===== src/hw/rtl/drop_pkg.sv =====
`default_nettype none
package drop_pkg;

    typedef enum logic [3:0] {
        OP_MAX  = 4'd0,
        OP_MIN  = 4'd1,
        OP_SUM  = 4'd2,
        OP_PROD = 4'd3,
        OP_LAND = 4'd4,
        OP_BAND = 4'd5,
        OP_LOR  = 4'd6,
        OP_BOR  = 4'd7,
        OP_LXOR = 4'd8
    } op_t;

    localparam logic [63:0] ONE_BITS = 64'h3FF0000000000000;
    localparam logic [63:0] DFLT_NAN = 64'h7FF8000000000000;
    localparam logic [63:0] QNAN_BIT = 64'h0008000000000000;

    function automatic logic is_nan(input logic [63:0] u);
        is_nan = (u[62:52] == 11'h7FF) && (u[51:0] != 52'd0);
    endfunction

    function automatic logic truth(input logic [63:0] u);
        truth = (u[62:0] != 63'd0);
    endfunction

    // Truncate toward zero to a saturated signed 64-bit integer
    function automatic logic [63:0] trunc_sat(input logic [63:0] u);
        logic [10:0]  ex;
        logic [63:0]  mag;
        logic [10:0]  sh;
        ex  = u[62:52];
        mag = {11'd0, 1'b1, u[51:0]};
        sh  = 11'd0;
        if (is_nan(u) || ex < 11'd1023) begin
            trunc_sat = 64'd0;
        end else if (ex >= 11'd1086) begin
            trunc_sat = u[63] ? 64'h8000000000000000 : 64'h7FFFFFFFFFFFFFFF;
        end else begin
            if (ex >= 11'd1075) begin
                sh  = ex - 11'd1075;
                mag = mag << sh[5:0];
            end else begin
                sh  = 11'd1075 - ex;
                mag = mag >> sh[5:0];
            end
            trunc_sat = u[63] ? (~mag + 64'd1) : mag;
        end
    endfunction

endpackage
`default_nettype wire


===== src/hw/rtl/drop_misc.sv =====
`default_nettype none
// Compare, logical and bitwise ops, three register stages:
// compare, truncate and combine; magnitude and normalize; round.
module drop_misc (
    input  wire logic        clk,
    input  wire logic        adv,
    input  wire logic [63:0] a,
    input  wire logic [63:0] b,
    input  wire logic [3:0]  op,
    output logic [63:0]      res
);
    // Stage 1
    logic [63:0] s1_val_reg, s1_int_reg;
    logic        s1_isint_reg;

    logic        nan_any, gt, lt;
    logic [63:0] ta, tb, iv, v;
    logic        ta_t, tb_t;

    // compare of two doubles as ordered keys
    function automatic logic [63:0] key(input logic [63:0] u);
        key = u[63] ? ~u : (u | 64'h8000000000000000);
    endfunction

    always_comb
    begin
        nan_any = drop_pkg::is_nan(a) || drop_pkg::is_nan(b);
        gt = !nan_any && (key(a) > key(b)) && !(a[62:0] == 63'd0 && b[62:0] == 63'd0);
        lt = !nan_any && (key(a) < key(b)) && !(a[62:0] == 63'd0 && b[62:0] == 63'd0);
        ta = drop_pkg::trunc_sat(a);
        tb = drop_pkg::trunc_sat(b);
        ta_t = drop_pkg::truth(a);
        tb_t = drop_pkg::truth(b);
        iv = 64'd0;
        v  = 64'd0;
        case (op)
            drop_pkg::OP_MAX:  v = gt ? a : b;
            drop_pkg::OP_MIN:  v = lt ? a : b;
            drop_pkg::OP_LAND: v = (ta_t && tb_t) ? drop_pkg::ONE_BITS : 64'd0;
            drop_pkg::OP_LOR:  v = (ta_t || tb_t) ? drop_pkg::ONE_BITS : 64'd0;
            drop_pkg::OP_LXOR: v = (ta_t != tb_t) ? drop_pkg::ONE_BITS : 64'd0;
            drop_pkg::OP_BAND: iv = ta & tb;
            drop_pkg::OP_BOR:  iv = ta | tb;
            default:           v = 64'd0;
        endcase
    end

    always_ff @(posedge clk)
    begin
        if (adv)
        begin
            s1_val_reg   <= v;
            s1_int_reg   <= iv;
            s1_isint_reg <= (op == drop_pkg::OP_BAND) || (op == drop_pkg::OP_BOR);
        end
    end

    // Stage 2: magnitude and normalize
    logic [63:0] s2_val_reg, s2_nrm_reg;
    logic        s2_isint_reg, s2_sign_reg, s2_zero_reg;
    logic [6:0]  s2_p_reg;

    logic [63:0] m, nrm;
    logic [6:0]  p;

    always_comb
    begin
        m = s1_int_reg[63] ? (~s1_int_reg + 64'd1) : s1_int_reg;
        p = 7'd0;
        for (int i = 63; i >= 0; i--)
        begin
            if (m[i])
            begin
                p = 7'(i);
                break;
            end
        end
        nrm = m << (7'd63 - p);
    end

    always_ff @(posedge clk)
    begin
        if (adv)
        begin
            s2_val_reg   <= s1_val_reg;
            s2_isint_reg <= s1_isint_reg;
            s2_sign_reg  <= s1_int_reg[63];
            s2_zero_reg  <= s1_int_reg == 64'd0;
            s2_p_reg     <= p;
            s2_nrm_reg   <= nrm;
        end
    end

    // Stage 3: round to 53 bits
    logic [63:0] res_next;
    logic [53:0] rm;
    logic [10:0] e;
    logic        rup;

    always_comb
    begin
        rup = s2_nrm_reg[10] && ((s2_nrm_reg[9:0] != 10'd0) || s2_nrm_reg[11]);
        rm  = {1'b0, s2_nrm_reg[63:11]} + {53'd0, rup};
        e   = 11'd1023 + {4'd0, s2_p_reg};
        if (rm[53])
        begin
            rm = rm >> 1;
            e  = e + 11'd1;
        end
        if (!s2_isint_reg)
            res_next = s2_val_reg;
        else if (s2_zero_reg)
            res_next = 64'd0;
        else
            res_next = {s2_sign_reg, e, rm[51:0]};
    end

    always_ff @(posedge clk)
    begin
        if (adv)
            res <= res_next;
    end
endmodule
`default_nettype wire


===== config.mk =====
export PLATFORM = sky130hd
export DESIGN_NAME = drop_misc
export DESIGN_NICKNAME = d
export VERILOG_FILES = /design/src/hw/rtl/drop_pkg.sv /design/src/hw/rtl/drop_misc.sv
export SDC_FILE = /design/constraint.sdc
export NUM_CORES = 2
export LEC_CHECK = 0
export ABC_AREA = 1
export BUFFER_PORTS_ARGS = -buffer_cell sky130_fd_sc_hd__buf_2
export CELL_PAD_IN_SITES_DETAIL_PLACEMENT = 0
export CELL_PAD_IN_SITES_GLOBAL_PLACEMENT = 1
export CORE_MARGIN = 1.5
export CORE_UTILIZATION = 45
export DETAILED_ROUTE_END_ITERATION = 16
export PLACE_DENSITY_LB_ADDON = 0.3
export SLEW_MARGIN = 40
export SYNTH_ARGS = -nofsm -noshare
export SYNTH_HDL_FRONTEND = slang
export SYNTH_SLANG_ARGS = --single-unit

===== constraint.sdc =====
create_clock -name clk -period 10.2 [get_ports clk]
set_input_delay 2.04 -clock clk [delete_from_list [all_inputs] [get_ports clk]]
set_output_delay 2.04 -clock clk [all_outputs]
set_load 0.02 [all_outputs]

# Word level (Yosys, flattened, before mapping)
# Index checks and enable logic that the tools add are counted.
# op_classes
addsub	11
n_lt_le_gt_ge	8
n_eq_ne	9
n_shift	5
n_mux	2712
bitwise_logic	7
reduce_logical	26
# ops
op	count
2-to-1 mux 7 bit	667
2-to-1 mux 1 bit	2016
2-to-1 mux 64 bit	21
NOT 64 bit	5
one-hot mux 64 bit (5 select lines)	1
adder 64 x 1 -> 64 bit, second input constant	3
2-to-1 mux 62 bit	3
one-hot mux 64 bit (2 select lines)	1
<< shifter 53 x 6 -> 64 bit	2
>> shifter 53 x 6 -> 64 bit	2
zero test 63 bit	2
nonzero test 63 bit	2
nonzero test 52 bit	2
AND 64 bit	1
greater-than comparator 64 bit	1
zero test 64 bit	1
less-than comparator 64 bit	1
bitwise OR 64 bit	1
<< shifter 64 x 7 -> 64 bit	1
adder 53 x 1 -> 54 bit	1
2-to-1 mux 52 bit	1
greater-or-equal comparator 11 bit, second input constant	4
== test 11 bit, second input constant	2
less-than comparator 11 x 10 -> 1 bit, second input constant	2
16 further kinds	35
# totals
ff_bits	331
inputBits	134
out_inout_bits	64

# Logic depth before layout (Yosys ltp)
# depth
depth_word	2022
depth_mapped	135
mapped_depth_nobuf	135

# Least setup slack after synthesis
# Ideal clock, no wire load.
# synth_timing
kind	input port to flip-flop
startpoint	input port a[54]
endpoint	register s1_int_reg[62] (data pin)
arrival_ns	8.385
setup_slack_ns	1.669
stages	46
path_buffers	6
path_cell_list	clkbuf_1 > inv_1 > clkbuf_1 > buf_1 > ha_1 > clkbuf_1 > inv_1 > clkbuf_1 > buf_1 > nand3_1 > nand3_1 > nand3_1 > o211ai_1 > nand2_1 > inv_1 > ha_1 > inv_1 > nor3_1 > [... 10 more ...] > inv_1 > nor2_1 > nand2_1 > nor3_1 > nand3_1 > or4_1 > nor2_1 > nand2_1 > o21ai_0 > inv_1 > a21oi_1 > o21a_1 > inv_1 > o21ai_0 > a21oi_1 > nor2_1 > nand2_1 > a21oi_1
# synth_via
elab_chain_cells	12
elab_cells_between_ends	21
cone_classes	add/sub (3); order compare (3); eq/ne (1); shift (2); mux (7); bitwise (3); reduce/logical (2)
# synth_rtl
item	line	text
from (decl)	drop_misc.sv:7	input wire logic [63:0] a,
subtractor 6 bit, on equally long branches	drop_pkg.sv:45, drop_pkg.sv:42	
>> shifter 53 x 6 -> 64 bit / << shifter 53 x 6 -> 64 bit (equally long branches)	drop_pkg.sv:46, drop_pkg.sv:43	
2-to-1 mux 64 bit	drop_pkg.sv:41	if (ex >= 11'd1075) begin
2-to-1 mux 64 bit	drop_pkg.sv:38	end else if (ex >= 11'd1086) begin
2-to-1 mux 64 bit	drop_pkg.sv:36	if (is_nan(u) || ex < 11'd1023) begin
NOT 64 bit	drop_pkg.sv:48	trunc_sat = u[63] ? (~mag + 64'd1) : mag;
adder 64 x 1 -> 64 bit	drop_pkg.sv:48	
2-to-1 mux 64 bit	drop_pkg.sv:48	
2-to-1 mux 64 bit	drop_pkg.sv:38	
2-to-1 mux 64 bit *	drop_pkg.sv:36	
bitwise OR 64 bit / AND 64 bit (equally long branches)	drop_misc.sv:43, drop_misc.sv:42	
one-hot mux 64 bit (2 select lines) *	drop_misc.sv:36	case (op)
to (signal assigned)	drop_misc.sv:53	s1_int_reg <= iv;
to (decl)	drop_misc.sv:13	logic [63:0] s1_val_reg, s1_int_reg;
# Every way passes the cells marked *; elsewhere a longest branch is shown, timed or not. The select of a mux whose other input is x is not followed.
# A chain may end at the register's enable or synchronous reset.

# Worst setup path after layout
# layout_timing
startpoint	input port a[53]
endpoint	register s1_int_reg[62] (data pin)
# Same word-level chain as after synthesis.

==> impl_metrics.tcl <==
set metrics [dict create \
    htreeDepth 2 \
    crit_top_cell "inv_1" \
    maxCapViolCount 0 \
    swShare_pct 47.6 \
    hold_path.class "flip-flop to flip-flop" \
    grt_usage_pct 39.9 \
    core-area_mm2 0.0936 \
    cp-end-kind "flip-flop" \
    setup_viol 0 \
    pre_cts_ws_ps 603 \
    peakVddDrop_uv 94.3 \
    power_frac_comb_pct 50.9 \
    slew_headroom_pct 34.7 \
    grt_max_degree 135 \
    max_stage_delay_ps 600 \
    fin_cells 8405 \
    die_h_um 311 \
    routed_wl_mm 203 \
    place_inst 8300 \
    hold_viol_final 0 \
    syn_inst 7133 \
    ys.warnings.count 0 \
    final_cell_mix "nand2_1, o21ai_0, nor2_1" \
    ys_types 72 \
    ctsRootBufferMaster "clkbuf_16" \
    dr.pass1.iters 7 \
    rsz0062_at_grt "true" \
    clk_latency_ps 580 \
    synth_ff_type "edfxtp_1" \
    netlist_top_cells_area "edfxtp_1, nand2_1, o21ai_0, nand3_1, nor2_1" \
    die_width_um 311 \
    portBuffers 197 \
    layout-drive-gt1-share_pct 9.11 \
    synth.avg_cell_area_um2 5.97 \
    clock_skew_ps 32.5 \
    crit_arrival_ps 9670 \
    tns_ps 0 \
    gp_congestion 1.05 \
    rr_worst_depth 122 \
    holdPathStages 0 \
    p_per_area_mw_per_mm2 131 \
    vias_per_cell 6.06 \
    slowest_stage "or4_1" \
    dp_hpwl_mm 160 \
    grt_overflow 0 \
    initial_core_util_pct 45.5 \
    antenna_found_initial 11 \
    internal_power_mw 3.23 \
    p_switching_mw 2.94 \
    path_class "primary input to flip-flop" \
    min_period_ps 9380 \
    syn_nets 7352 \
    clock-sinks 330 \
    layout_commonest_cell "nand2_1" \
    finalCritPeriodShare_pct 91.9 \
    synth_top_family_by_area "simple AND/OR/NAND/NOR gates" \
    status "complete, no violations" \
    routedWlPerCell_um 24.2 \
    leakage_nw 20.8 \
    yosysSeqAreaShare_pct 23.3 \
    hold_ws_ps 416 \
    fin_nets 7342 \
    cts_tree "built" \
    setup_ws_ps 823 \
    worstPathRequired_ps 10490 \
    tightestPinTransition_ps 969 \
    slew_viol_final 0 \
    worst-path-max-fanout 46 \
    muxShareOfSynthArea_pct 2.04 \
    synth_seq_cells 330 \
    syn_area_mm2 0.0426 \
    yosys.area_share.adder_pct 2.85 \
    fp.dieArea_mm2 0.0966 \
    clock_power_share_pct 20.4 \
    pin_count 198 \
    critPathLaunchType "primary input" \
    synth_xor_area_share_pct 4.71 \
    fillers 9999 \
    yosysTopAreaCellShare_pct 23.3 \
    vias 50900 \
    synth_compound_area_share_pct 21.1 \
    drt-initial-drc-count 6934 \
    cts.path.max_buffers 3 \
    grt_pass1_vias 45100 \
    synth-simple-area-share_pct 36.0 \
    grt_pass1_wl_mm 292 \
    syn2layout_area_growth_pct 10.4 \
    finish.utilization_pct 50.3 \
    ant_nets 0 \
    fmax_mhz 107 \
    synth_edf_count 330 \
    synthArstFlopShare_pct 0 \
    synth_top_area_cell "edfxtp_1" \
    drc 0 \
    pwr-share-seq_pct 28.7 \
    cts.clk_slew.worst_paths_ps 60 \
    fp-row-count 112 \
    cts_buffers 35 \
]
per-stage QoR:
| stage | power (mW) | cell area [um2] |
|---|---|---|
| after detailed placement | 4.74 | 44900 |
| after global routing | 6.49 | 47000 |
| final | 6.18 | 47000 |
| after floorplan | 3.63 | 42600 |
| after CTS | 6.00 | 46000 |
| after global placement | 4.73 | 44900 |
power by group through the flow:
| stage | registers [mW] | logic (mW) | clock network [mW] |
|---|---|---|---|
| 6_report | 1.77 | 3.15 | 1.26 |
| 3_5_place_dp | 1.79 | 2.95 | 0 |
| 4_1_cts | 1.77 | 2.96 | 1.28 |
| 5_1_grt | 1.78 | 3.39 | 1.32 |
| 2_1_floorplan | 1.77 | 1.86 | 0 |
| 3_3_place_gp | 1.79 | 2.94 | 0 |
final cells by class:
type | instances | area [um2] | share of cell area, %
clock buffers | 43 | 906 | 1.93
multi-input cells | 5676 | 29100 | 61.9
flip-flops and latches | 330 | 9910 | 21.1
inverters | 693 | 2600 | 5.53
clock inverters | 20 | 190 | 0.404
diodes | 2 | 5.00 | 0.0106
well taps | 1254 | 1570 | 3.34
repair buffers | 387 | 2740 | 5.82
critical path, delay by kind of cell:
kind,cells,cell delay (ps)
AO/OA/AOI/OAI,7,1320
adder cells (fa/ha/maj),3,960
buffers and inverters,12,1630
AND/OR/NAND/NOR,19,3630
cell usage after synthesis (5+ instances only):
master / instances
nand2_1: 1787
o21ai_0: 938
nor2_1: 849
nand3_1: 700
inv_1: 641
clkbuf_1: 333
edfxtp_1: 330
a21oi_1: 288
xor2_1: 147
o211ai_1: 115
nor3_1: 108
mux2i_1: 87
ha_1: 85
xnor2_1: 82
buf_1: 81
nand4_1: 79
nor4_1: 55
o31ai_1: 38
or2_2: 37
a31oi_1: 36
o22ai_1: 32
inv_2: 28
clkinv_1: 24
buf_2: 15
maj3_1: 15
a22o_1: 14
o2111ai_1: 14
o221ai_1: 14
a221oi_1: 12
a22oi_1: 12
o21a_1: 10
o21bai_1: 9
a211oi_1: 8
nor2_2: 8
a32o_1: 7
o41ai_1: 7
a21boi_0: 6
and3_1: 6
nand2_2: 6
a31o_2: 5
a41oi_1: 5
final timing paths:
| kind | startpoint | to | slack [ps] |
|---|---|---|---|
| max | a[53] | s1_int_reg[62]$_SDFFCE_PN0P_ | 820 |
| min | s1_val_reg[29]$_SDFFCE_PN0P_ | s2_val_reg[29]$_DFFE_PP_ | 420 |
| max reg2reg | s1_int_reg[0]$_SDFFCE_PN0P_ | s2_nrm_reg[28]$_SDFFCE_PP0P_ | 970 |
| min reg2reg | s1_val_reg[29]$_SDFFCE_PN0P_ | s2_val_reg[29]$_DFFE_PP_ | 420 |
metal layers:
layer | vias to the layer above | GRT usage (%) | wire length (um)
li1 | 24100 | - | -
met1 | 23600 | 52.1 | 81900
met2 | 2810 | 62.0 | 88800
met3 | 490 | 7.42 | 19300
met4 | 2 | 22.3 | 13100
met5 | - | 0 | 10
cells by family (layout without fill, tap and decap cells):
family,Yosys count,count (layout)
XOR/XNOR,229,229
AO/OA/AOI/OAI,1598,1598
buffers and inverters,1127,1143
AND/OR/NAND/NOR,3661,3661
adder cells (fa/ha/maj),100,100
multiplexers,87,87
flip-flops,330,330
other,1,3
timing repair:
item                                    CTS  global route
setup buffers                             0            28
resized for setup                         0           122
hold buffers                              0             0
endpoints found under the setup margin    0            64
No activity file was read; power rests on OpenSTA's default activity.
